===== config.mk =====
export PLATFORM = sky130hd
export DESIGN_NAME = light_gate_speed_timer_top
export DESIGN_NICKNAME = d
export VERILOG_FILES = /design/src/lgst_pkg.sv /design/src/lgst_ctrl.sv /design/src/lgst_dp.sv /design/src/light_gate_speed_timer_top.sv
export VERILOG_INCLUDE_DIRS = /design/src /design/src/src
export SDC_FILE = /design/constraint.sdc
export NUM_CORES = 1
export LEC_CHECK = 0
export ABC_CLOCK_PERIOD_IN_PS = 6840
export BUFFER_PORTS_ARGS = -buffer_cell sky130_fd_sc_hd__buf_2
export CORE_ASPECT_RATIO = 0.9
export CORE_MARGIN = 4
export CORE_UTILIZATION = 50
export CTS_BUF_LIST = sky130_fd_sc_hd__clkbuf_4
export CTS_CLUSTER_SIZE = 28
export DETAILED_ROUTE_END_ITERATION = 12
export HOLD_SLACK_MARGIN = 0.08
export MAX_ROUTING_LAYER = met4
export PLACE_DENSITY = 0.67
export SLEW_MARGIN = 20
export SYNTH_ARGS = -nofsm -noshare
export SYNTH_HDL_FRONTEND = slang
export SYNTH_SLANG_ARGS = --single-unit

===== constraint.sdc =====
create_clock -name i_clk -period 6.84 [get_ports i_clk]
set_input_delay 1.368 -clock i_clk [delete_from_list [all_inputs] [get_ports i_clk]]
set_output_delay 1.368 -clock i_clk [all_outputs]
set_load 0.01 [all_outputs]

===== src/light_gate_speed_timer_top_macros.svh =====
// Assertion macros used by the light gate speed timer datapath.
`ifndef LIGHT_GATE_SPEED_TIMER_TOP_MACROS_SVH
`define LIGHT_GATE_SPEED_TIMER_TOP_MACROS_SVH

`ifndef SYNTHESIS
`define LGST_ASSERT_IMP(label, clk, rst_n, ante, cons) \
    label: assert property (@(posedge clk) disable iff (!rst_n) (ante) |-> (cons)) \
        else $error("lgst assertion failed");
`define LGST_ASSERT_NXT(label, clk, rst_n, ante, cons) \
    label: assert property (@(posedge clk) disable iff (!rst_n) (ante) |=> (cons)) \
        else $error("lgst assertion failed");
`else
`define LGST_ASSERT_IMP(label, clk, rst_n, ante, cons)
`define LGST_ASSERT_NXT(label, clk, rst_n, ante, cons)
`endif

`endif


===== src/lgst_pkg.sv =====
// Types and constants of the light gate speed timer.
package lgst_pkg;

    localparam int DIST_W    = 8;
    localparam int ELAPSED_W = 32;
    localparam int SPEED_W   = 28;
    localparam logic [DIST_W-1:0] DIST_RESET = 8'd9;

    typedef enum logic [1:0] {
        S_IDLE,
        S_MUL,
        S_DIV,
        S_DONE
    } t_state;

    typedef struct packed {
        logic step;
        logic load_num;
        logic div_step;
        logic load_out;
    } t_cmd;

    typedef struct packed {
        logic hit;
        logic div_last;
        logic out_free;
    } t_sts;

endpackage


===== src/lgst_ctrl.sv =====
// Controller state machine of the light gate speed timer.
module lgst_ctrl (
    input  logic          i_clk,
    input  logic          i_rst_n,
    input  logic          i_in_valid,
    output logic          o_in_ready,
    input  lgst_pkg::t_sts i_sts,
    output lgst_pkg::t_cmd o_cmd
);
    import lgst_pkg::*;

    t_state r_state;
    t_state n_state;

    always_ff @(posedge i_clk) begin
        if (!i_rst_n) begin
            r_state <= S_IDLE;
        end else begin
            r_state <= n_state;
        end
    end

    always_comb begin
        n_state    = r_state;
        o_in_ready = 1'b0;
        o_cmd      = '0;
        unique case (r_state)
            S_IDLE: begin
                o_in_ready = 1'b1;
                o_cmd.step = i_in_valid;
                if (i_in_valid && i_sts.hit) begin
                    n_state = S_MUL;
                end
            end
            S_MUL: begin
                o_cmd.load_num = 1'b1;
                n_state        = S_DIV;
            end
            S_DIV: begin
                o_cmd.div_step = 1'b1;
                if (i_sts.div_last) begin
                    n_state = S_DONE;
                end
            end
            S_DONE: begin
                if (i_sts.out_free) begin
                    o_cmd.load_out = 1'b1;
                    n_state        = S_IDLE;
                end
            end
            default: begin
                n_state = S_IDLE;
            end
        endcase
    end

endmodule


===== src/lgst_dp.sv =====
// Datapath: gate edge detection, tick stamps, speed divider, output register.
`include "light_gate_speed_timer_top_macros.svh"

module lgst_dp #(
    parameter int TICKS_PER_SECOND = 1000000
) (
    input  logic                            i_clk,
    input  logic                            i_rst_n,
    input  logic                            i_gate_a_level,
    input  logic                            i_gate_b_level,
    input  logic                            i_cfg_valid,
    input  logic [lgst_pkg::DIST_W-1:0]     i_cfg_gate_distance_cm,
    input  logic                            i_out_ready,
    output logic                            o_out_valid,
    output logic [lgst_pkg::ELAPSED_W-1:0]  o_elapsed_ticks,
    output logic [lgst_pkg::SPEED_W-1:0]    o_speed_cmps,
    input  lgst_pkg::t_cmd                  i_cmd,
    output lgst_pkg::t_sts                  o_sts
);
    import lgst_pkg::*;

    localparam int NUM_W = DIST_W + $clog2(TICKS_PER_SECOND + 1);
    localparam int CNT_W = $clog2(NUM_W);
    localparam logic [NUM_W-1:0] TPS = NUM_W'(TICKS_PER_SECOND);

    logic                 r_last_a;
    logic                 r_last_b;
    logic                 r_armed;
    logic [ELAPSED_W-1:0] r_tick;
    logic [ELAPSED_W-1:0] r_stamp;
    logic [DIST_W-1:0]    r_dist;
    logic [ELAPSED_W-1:0] r_elapsed;
    logic [ELAPSED_W-1:0] r_rem;
    logic [NUM_W-1:0]     r_quo;
    logic [CNT_W-1:0]     r_cnt;
    logic                 r_out_valid;
    logic [ELAPSED_W-1:0] r_out_elapsed;
    logic [SPEED_W-1:0]   r_out_speed;

    logic                 w_fall_a;
    logic                 w_armed;
    logic [ELAPSED_W-1:0] w_stamp;
    logic                 w_hit;
    logic [ELAPSED_W:0]   w_rem_sh;
    logic [ELAPSED_W:0]   w_rem_sub;
    logic                 w_qbit;
    logic [SPEED_W-1:0]   n_speed;

    // A is evaluated before B within one word
    assign w_fall_a = r_last_a & ~i_gate_a_level;
    assign w_armed  = w_fall_a | r_armed;
    assign w_stamp  = w_fall_a ? r_tick : r_stamp;
    assign w_hit    = w_armed & r_last_b & ~i_gate_b_level;

    // restoring divide, one quotient bit per cycle
    assign w_rem_sh  = {r_rem, r_quo[NUM_W-1]};
    assign w_rem_sub = w_rem_sh - {1'b0, r_elapsed};
    assign w_qbit    = ~w_rem_sub[ELAPSED_W];

    assign n_speed = (r_elapsed == '0) ? '0 : SPEED_W'(r_quo);

    always_ff @(posedge i_clk) begin
        if (!i_rst_n) begin
            r_last_a <= 1'b1;
            r_last_b <= 1'b1;
            r_armed  <= 1'b0;
            r_tick   <= '0;
            r_stamp  <= '0;
            r_dist   <= DIST_RESET;
        end else begin
            if (i_cfg_valid) begin
                r_dist <= i_cfg_gate_distance_cm;
            end
            if (i_cmd.step) begin
                r_last_a <= i_gate_a_level;
                r_last_b <= i_gate_b_level;
                r_tick   <= r_tick + 1'b1;
                if (w_hit) begin
                    r_armed <= 1'b0;
                    r_stamp <= '0;
                end else begin
                    r_armed <= w_armed;
                    r_stamp <= w_stamp;
                end
            end
        end
    end

    always_ff @(posedge i_clk) begin
        if (i_cmd.step && w_hit) begin
            r_elapsed <= r_tick - w_stamp;
        end
        if (i_cmd.load_num) begin
            r_quo <= NUM_W'(r_dist) * TPS;
            r_rem <= '0;
            r_cnt <= '0;
        end else if (i_cmd.div_step) begin
            r_rem <= w_qbit ? w_rem_sub[ELAPSED_W-1:0] : w_rem_sh[ELAPSED_W-1:0];
            r_quo <= {r_quo[NUM_W-2:0], w_qbit};
            r_cnt <= r_cnt + 1'b1;
        end
        if (i_cmd.load_out) begin
            r_out_elapsed <= r_elapsed;
            r_out_speed   <= n_speed;
        end
    end

    always_ff @(posedge i_clk) begin
        if (!i_rst_n) begin
            r_out_valid <= 1'b0;
        end else if (i_cmd.load_out) begin
            r_out_valid <= 1'b1;
        end else if (i_out_ready) begin
            r_out_valid <= 1'b0;
        end
    end

    assign o_sts.hit      = w_hit;
    assign o_sts.div_last = (r_cnt == CNT_W'(NUM_W - 1));
    assign o_sts.out_free = ~r_out_valid | i_out_ready;

    assign o_out_valid     = r_out_valid;
    assign o_elapsed_ticks = r_out_elapsed;
    assign o_speed_cmps    = r_out_speed;

    `LGST_ASSERT_IMP(a_no_overwrite, i_clk, i_rst_n, i_cmd.load_out, !r_out_valid || i_out_ready)
    `LGST_ASSERT_NXT(a_hit_disarms, i_clk, i_rst_n, i_cmd.step && w_hit, !r_armed && r_stamp == '0)
    `LGST_ASSERT_NXT(a_tick_step, i_clk, i_rst_n, i_cmd.step, r_tick == $past(r_tick) + 32'd1)
    `LGST_ASSERT_NXT(a_tick_hold, i_clk, i_rst_n, !i_cmd.step, $stable(r_tick))

endmodule


===== src/light_gate_speed_timer_top.sv =====
// Light gate speed timer: one input word is one sample of both gates at one time-base
// tick; the tick counter advances once per accepted word. A word that causes no result
// leaves the timer ready for the next word. A word that completes a gate B edge while
// armed runs a restoring divider that yields one quotient bit per cycle; the next word
// is accepted only after the quotient and elapsed ticks are loaded into the output
// register, and that load waits while the previous result still waits there.
// The result waits in that register while new words are taken.
// The configuration register is always ready.
module light_gate_speed_timer_top #(
    parameter int TICKS_PER_SECOND = 1000000
) (
    input  logic                            i_clk,
    input  logic                            i_rst_n,
    input  logic                            i_in_valid,
    output logic                            o_in_ready,
    input  logic                            i_gate_a_level,
    input  logic                            i_gate_b_level,
    output logic                            o_out_valid,
    input  logic                            i_out_ready,
    output logic [lgst_pkg::ELAPSED_W-1:0]  o_elapsed_ticks,
    output logic [lgst_pkg::SPEED_W-1:0]    o_speed_cmps,
    input  logic                            i_cfg_valid,
    output logic                            o_cfg_ready,
    input  logic [lgst_pkg::DIST_W-1:0]     i_cfg_gate_distance_cm
);
    import lgst_pkg::*;

    t_cmd w_cmd;
    t_sts w_sts;

    assign o_cfg_ready = 1'b1;

    lgst_ctrl u_ctrl (
        .i_clk      (i_clk),
        .i_rst_n    (i_rst_n),
        .i_in_valid (i_in_valid),
        .o_in_ready (o_in_ready),
        .i_sts      (w_sts),
        .o_cmd      (w_cmd)
    );

    lgst_dp #(
        .TICKS_PER_SECOND (TICKS_PER_SECOND)
    ) u_dp (
        .i_clk                  (i_clk),
        .i_rst_n                (i_rst_n),
        .i_gate_a_level         (i_gate_a_level),
        .i_gate_b_level         (i_gate_b_level),
        .i_cfg_valid            (i_cfg_valid),
        .i_cfg_gate_distance_cm (i_cfg_gate_distance_cm),
        .i_out_ready            (i_out_ready),
        .o_out_valid            (o_out_valid),
        .o_elapsed_ticks        (o_elapsed_ticks),
        .o_speed_cmps           (o_speed_cmps),
        .i_cmd                  (w_cmd),
        .o_sts                  (w_sts)
    );

endmodule

==> metrics, run 1 <==
reg2reg path depth=15; crit share post-route=0.658; Starting Density=0.510; H-tree levels=3; vias after detailed routing=11,100; Clock Root Buffer=clkbuf_4; Longest Clk Path Bufs=3; drt total wl=32,200 um; slew margin rel.=0.305; Placed Instances=1,880; io pins=roughly 80; synth top area cells=edfxtp_1, dfxtp_1, ha_1; Post CTS Setup Buffer Count=0; actual slew at the worst max-slew pin=between 1 and 1.5 ns; Syn Inst Count=~1,500; GRT Total Usage=0.212; Die Ht=168 um; Max Fanout on Critical Path=8; CTS resizes=0; mux cell area share after synthesis=0.0364; Worst Hold Class=reg -> reg; Leak Pwr=6.78 nW; Synth Register Bits=approximately 240; outcome=completed; mapped cell area=between 10,000 and 15,000 um^2; global route total overflow=0; clock sinks=235; gp weighted congestion=0.912; crit path DAT=4.87 ns; CTS tree=yes; IO Port Bufs=76; Fill cells=2,529; PD cells=325 nW/um^2; Critical Path End Type=flop; Mean Syn Cell Area=9.56 um^2; Num CTS Buffers=68; Die Width=186 um; Initial DRC Count=roughly 800; largest net degree at the start of global routing=72; vias in the first global route=around 11,000; combinational family with the most area after synthesis=simple AND/OR/NAND/NOR gates; Main synth FF type=dfxtp_1; Yosys cell types=83; Hold-fix buffers, CTS=0; Critical Path Start Type=flop; Peak VDD IR=0.130 mV; Period minus WS final=4.50 ns; EDFF count, synth=114; Net count, final=1,749; Rows=58; required time worst endpoint=7.21 ns; Synth Warn #=0; pins over their slew limit=0; Peak Freq=around 220 MHz; drt via density=5.55; first drt pass iteration count=5; Post-Synth Adder-Cell Area=0.135; die area=31,400 um^2; worst-skew pair later-pin latency=approximately 0.70 ns; Syn Nets=1,655; CP Class=reg -> reg; RSZ-0062 raised after global routing=no; Area growth syn-to-layout=10.6%; WL/cell=16.1 um; CTS clk-pin slew, worst paths=0.07 ns; post-route antenna net violation count=0; largest area contributor in the netlist=edfxtp_1; fraction of registers with async set/reset=0; Clock Skew=between 0.07 and 0.08 ns; post-synthesis sequential area ratio=0.408; initial antenna violation count=1; max_cap viols=0; post-route insts no fill=2,000; post-synthesis simple-gate area fraction=0.167; footprint of the multi-input gates=around 7800 um^2; Reg area=5850 um^2; post-synthesis xor/xnor area fraction=0.0545; top-area cell type share of the netlist area=0.239; HPWL Detailed=22,900 um; commonest non-fill, non-tap cell in the layout=nor2_1; Sum Neg Setup Slack=0 ns; core box area=between 20,000 and 30,000 um^2; Final setup viols=0; Synth Area in Compound Gates=0.152; layout cells sized above 1=0.139; commonest cells after routing, fill and taps aside=nor2_1, ha_1, dfxtp_1, edfxtp_1, a21oi_1; hold depth=2; first-pass GRT wire length=53,900 um; DRC violation count after routing=0; Final Hold Fails=0
[sequential cells by signal, summed over array words and instances (netlist names)]
signal,count
u_dp.r_quo,28
u_dp.r_rem,32
u_ctrl.r_state,2
u_dp.o_speed_cmps,28
u_dp.r_dist,8
u_dp.r_armed,1
u_dp.r_stamp,32
u_dp.o_out_valid,1
u_dp.o_elapsed_ticks,32
u_dp.r_elapsed,32
u_dp.r_last_a,1
u_dp.r_last_b,1
u_dp.r_tick,32
u_dp.r_cnt,5
[path summary, 6_finish.rpt]
| kind | start | end | slack [ns] |
|---|---|---|---|
| hold reg to reg | u_dp.r_last_b | u_dp.r_last_b | 0.46 |
| setup reg to reg | u_dp.r_dist[7] | u_dp.r_quo[27] | 2.34 |
| setup / recovery | u_dp.r_dist[7] | u_dp.r_quo[27] | 2.34 |
| hold / removal | u_dp.r_last_b | u_dp.r_last_b | 0.46 |
[cells in the mapped netlist (all sizes together) (3+ instances only)]
master  number
nor2b       37
a21o        30
nand3       25
nand2b      15
mux2i       52
nor4        15
inv         93
buf         16
xnor2       47
a21boi       5
nor2       161
and3        15
clkbuf      46
nand3b       4
a31o         4
o31a         4
a22o         8
fa          19
o211ai       8
a311oi      10
ha         124
and2        10
xor2        42
dfxtp      121
a21oi      110
nor3        55
nand4       22
nor3b        3
o311a        3
nand4b       3
o21ai       65
o21a        13
o31ai        7
o21bai       5
a221o        3
nand2       92
a211oi      23
edfxtp     114
o311ai       6
or2          8
or3         16
a31oi       10
[worst max-delay path, cell delays in order, from the launching register on]
cell,delay (ns)
dfxtp_1,0.57
ha_1,0.23
inv_1,0.05
fa_1,0.47
inv_1,0.04
ha_1,0.29
ha_1,0.37
nand3_1,0.13
a2111oi_0,0.83
a31oi_1,0.27
a21o_1,0.26
nand2b_1,0.11
a31o_2,0.16
a21oi_1,0.07
xnor2_1,0.19
o21ai_0,0.15
[logic make-up after synthesis]
family,count (synthesis)
other,1
xor gates and xnor gates,89
and+or+nand+nor,487
adders and majority gates,143
AOI/OAI and AO/OA,333
muxes,52
buffers and inverters,157
DFF,235
[metrics by stage]
step / total power, mW / hold WS [ns] / setup WS, ns / utilization / cell area [um^2]
2_1_floorplan: 3.41 / 0.432 / 2.07 / - / 14300
3_3_place_gp: 3.77 / 0.442 / 1.54 / 0.531 / 14900
3_5_place_dp: 3.81 / 0.455 / 1.43 / 0.531 / 14900
4_1_cts: 5.18 / 0.470 / 2.17 / 0.563 / 15800
5_1_grt: 5.53 / 0.497 / 1.96 / 0.564 / 15800
6_report: 5.14 / 0.462 / 2.34 / 0.564 / 15800
[per-layer routing]
metal  wire length (um)  track usage  vias up  part of all wire
met5                  0            -        -                 0
met1              16200        0.301     5126              0.50
li1                   -            -     5624                 -
met4                964       0.0813        0             0.030
met2              13400        0.301      287              0.42
met3               1660       0.0419       70             0.052
[power by group]
part           internal (mW)  leakage [nW]  switching (mW)
clock network          0.750         0.529           0.596
registers               1.77          2.04           0.146
logic                  0.753          4.21            1.13
total                   3.28          6.78            1.87
[area by class of cell]
cell class	count	share of cell area
diodes	1	0.000158
inverters	95	0.0225
clock buffers	101	0.0479
flip-flops and latches	235	0.369
multi-input cells	1105	0.494
clock inverters	17	0.00806
well taps	360	0.0284
repair buffers	86	0.0296
No activity file was read; power rests on OpenSTA's default activity.
==> inputs of run 2 (changes only) <==
ABC_AREA = 1   (was not set)
ABC_CLOCK_PERIOD_IN_PS = 4300   (was 6840)
clock period = 4.3 ns   (was 6.84 ns; I/O delays follow)
==> run 2 against run 1 <==
  * Count of clock-buffer cells in the layout down 1
  * Largest cell class unchanged
  * Critical endpoint unchanged
  * Clock skew is 0.027 ns lower
  * First-iteration DRC count increased by 35%
  * Core utilization fell by 0.12 points
  * Sequential power up 65%
  * Clock power rose by 55%
  * Combinational power up 150%
  * Flip-flop and latch count did not move
  * Die area increased by 9.4%
  * Final cell count up 35%
==> metrics, run 2 <==
Longest Clk Path Bufs=3 (unchanged); IO Port Bufs=76 (unchanged); switching power=4.36 mW (was 1.87 mW); drt total wl=40,100 um (was 32,200 um); Net count, final=2,405 (was 1,749); Final setup viols=0 (unchanged); CTS clk-pin slew, worst paths=0.07 ns (about the same); Post CTS Setup Buffer Count=0 (unchanged); first drt pass iteration count=5 (unchanged); Post-synth top cells=nand2_1, inv_1, nor2_1 (was nor2_1, ha_1, dfxtp_1); Num CTS Buffers=68 (unchanged); clock power share=0.210 (was 0.262); RSZ-0062 raised after global routing=no (unchanged); Synth Warn #=0 (unchanged); Peak VDD IR=0.220 mV (was 0.130 mV); commonest cells after routing, fill and taps aside=nand2_1, inv_1, nor2_1, a21oi_1, ha_1 (was nor2_1, ha_1, dfxtp_1, edfxtp_1, a21oi_1); Hold-fix buffers, CTS=0 (unchanged); first-pass GRT wire length=66,300 um (was 53,900 um); io pins=78 (unchanged); CTS resizes=0 (unchanged); CP Class=reg -> reg (unchanged); drt via density=5.14 (was 5.55); gr busiest metal=met2 (unchanged); fraction of registers with async set/reset=0 (unchanged); vias after detailed routing=13,900 (was 11,100); vias in the first global route=13,400 (was 10,700); Rows=61 (was 58); Initial DRC Count=1,094 (was 810); CTS tree=yes (unchanged); top-area cell type share of the netlist area=0.218 (was 0.239); Mean Syn Cell Area=7.37 um^2 (was 9.56 um^2); commonest non-fill, non-tap cell in the layout=nand2_1 (was nor2_1); pins over their slew limit=0 (unchanged); outcome=completed (unchanged); slew margin rel.=0.353 (was 0.305); Worst Hold Class=in -> reg (was reg -> reg); Die Ht=176 um (was 168 um); Peak Freq=254 MHz (was 222 MHz); die area=34,300 um^2 (was 31,400 um^2); crit path DAT=4.38 ns (was 4.87 ns); met1 Track Usage GR=0.347 (was 0.301); Critical Path End Type=flop (unchanged); Main synth FF type=dfxtp_1 (unchanged); worst-skew pair later-pin latency=0.69 ns (was 0.70 ns); Clock Skew=0.0437 ns (was 0.0712 ns); mapped cell area=15,700 um^2 (was 14,300 um^2); largest area contributor in the netlist=edfxtp_1 (unchanged); synth top area cells=edfxtp_1, dfxtp_1, nand2_1 (was edfxtp_1, dfxtp_1, ha_1); EDFF count, synth=114 (unchanged); H-tree levels=3 (unchanged); routing usage on met2=0.348 (was 0.301); core box area=30,900 um^2 (was 28,100 um^2); HPWL Detailed=30,600 um (was 22,900 um); Yosys cell types=57 (was 83); gp weighted congestion=1.04 (was 0.912); Fill cells=3,024 (was 2,529); crit share post-route=0.917 (was 0.658); clock sinks=235 (unchanged); initial antenna violation count=2 (was 1); post-route antenna net violation count=0 (unchanged); Syn Inst Count=2,134 (was 1,497); share of power burned in registers=0.318 (was 0.373); met3 usage=0.0418 (was 0.0419); Sw Ratio=0.438 (was 0.363); Period minus WS final=3.94 ns (was 4.50 ns); actual slew at the worst max-slew pin=0.970 ns (was 1.04 ns); Final Hold Fails=0 (unchanged); required time worst endpoint=4.74 ns (was 7.21 ns); Critical Path Start Type=flop (unchanged); Syn Nets=2,292 (was 1,655); DRC violation count after routing=0 (unchanged); Leak Pwr=8.63 nW (was 6.78 nW); GRT Total Usage=0.240 (was 0.212); WL/cell=14.8 um (was 16.1 um); max_cap viols=0 (unchanged); largest net degree at the start of global routing=65 (was 72); Clock Root Buffer=clkbuf_4 (unchanged); global route total overflow=0 (unchanged); area of placed instances=16,500 um^2 (was 14,900 um^2); post-synthesis sequential area ratio=0.372 (was 0.408); PD cells=572 nW/um^2 (was 325 nW/um^2); Max Fanout on Critical Path=6 (was 8); layout cells sized above 1=0.119 (was 0.139); Sum Neg Setup Slack=0 ns (unchanged); Synth Register Bits=235 (unchanged); Area growth syn-to-layout=10.6% (about the same); Starting Density=0.509 (was 0.510); Logic pwr share=0.471 (was 0.365); most numerous cell in the Yosys netlist=nand2_1 (was nor2_1); Die Width=195 um (was 186 um); final instance area=17,400 um^2 (was 15,800 um^2); Int Pwr=5.59 mW (was 3.28 mW)
[run 2: changes by cell type after synthesis, moves of 16 or more]
cell,change
a21o_1,-25
nand2_1,+439
inv_1,+276
a211oi_1,-19
mux2i_1,-52
a21oi_1,+62
nand3_1,+61
o21ai_0,+44
nand2_2,+16
nor2b_1,-37
xnor2_1,-36
nor3_1,-27
nor2_1,+33
or2_2,+28
[run 2: final timing paths]
kind,startpoint,to,slack (ns),cells after the start
setup / recovery,u_dp.r_dist[3],u_dp.r_quo[27],0.36,15
hold / removal,i_cfg_gate_distance_cm[0],u_dp.r_dist[0],0.41,3
setup reg to reg,u_dp.r_dist[3],u_dp.r_quo[27],0.36,15
hold reg to reg,u_dp.r_cnt[4],u_dp.r_cnt[4],0.45,1
[run 2: power groups by stage]
stage / Combinational [mW] / Clock (mW) / Sequential [mW]
after floorplan: 3.60 / 0 / 3.15
after global placement: 4.56 / 0 / 3.19
after detailed placement: 4.62 / 0 / 3.21
after CTS: 4.65 / 2.17 / 3.16
after global routing: 5.37 / 2.31 / 3.21
final: 4.69 / 2.09 / 3.17
[run 2: logic make-up (layout without fill, tap and decap cells)]
logic type | after synthesis | after routing | synth area share
AO/OA/AOI/OAI | 333 | 333 | 0.114
XOR/XNOR | 53 | 53 | 0.0295
adder cells (fa/ha/maj) | 143 | 143 | 0.123
buffers and inverters | 422 | 585 | 0.104
flip-flops | 235 | 235 | 0.372
other | 1 | 3 | 0.000239
AND/OR/NAND/NOR | 947 | 947 | 0.257
[run 2: worst max-delay path, cell delays in order (launching register included)]
cell and delay [ns]:
dfxtp_2 0.40, fa_1 0.47, ha_1 0.30, inv_1 0.05, fa_1 0.50, fa_1 0.54, inv_1 0.04, ha_1 0.31
a21oi_2 0.19, inv_1 0.08, a21oi_1 0.18, inv_1 0.07, a211oi_1 0.27, nand2_1 0.07, o21ai_0 0.14, o21ai_0 0.08
[run 2: metal layers]
metal,share of wire,vias up
li1,-,7133
met1,0.49,6258
met2,0.41,434
met3,0.068,83
met4,0.025,0
met5,0,-
[run 2: final cells by class]
cell class | instances | area, um^2 | share of cell area
well taps | 409 | 512 | 0.0294
inverters | 375 | 1410 | 0.0812
clock buffers | 100 | 751 | 0.0432
repair buffers | 90 | 485 | 0.0279
flip-flops and latches | 235 | 5850 | 0.336
multi-input cells | 1477 | 8260 | 0.475
clock inverters | 20 | 118 | 0.00676
diodes | 2 | 5.00 | 0.000288
[run 2: per-stage QoR]
step           hold slack, ns  cells  power, mW   util  setup slack, ns
2_1_floorplan           0.424   2134       6.75      -         0.000381
3_3_place_gp            0.440   2586       7.75  0.534            0.248
3_5_place_dp            0.450   2586       7.83  0.534            0.213
4_1_cts                 0.332   2706       9.98  0.562            0.195
5_1_grt                 0.366   2708       10.9  0.563           0.0257
6_report                0.405   2708       9.95  0.563            0.357
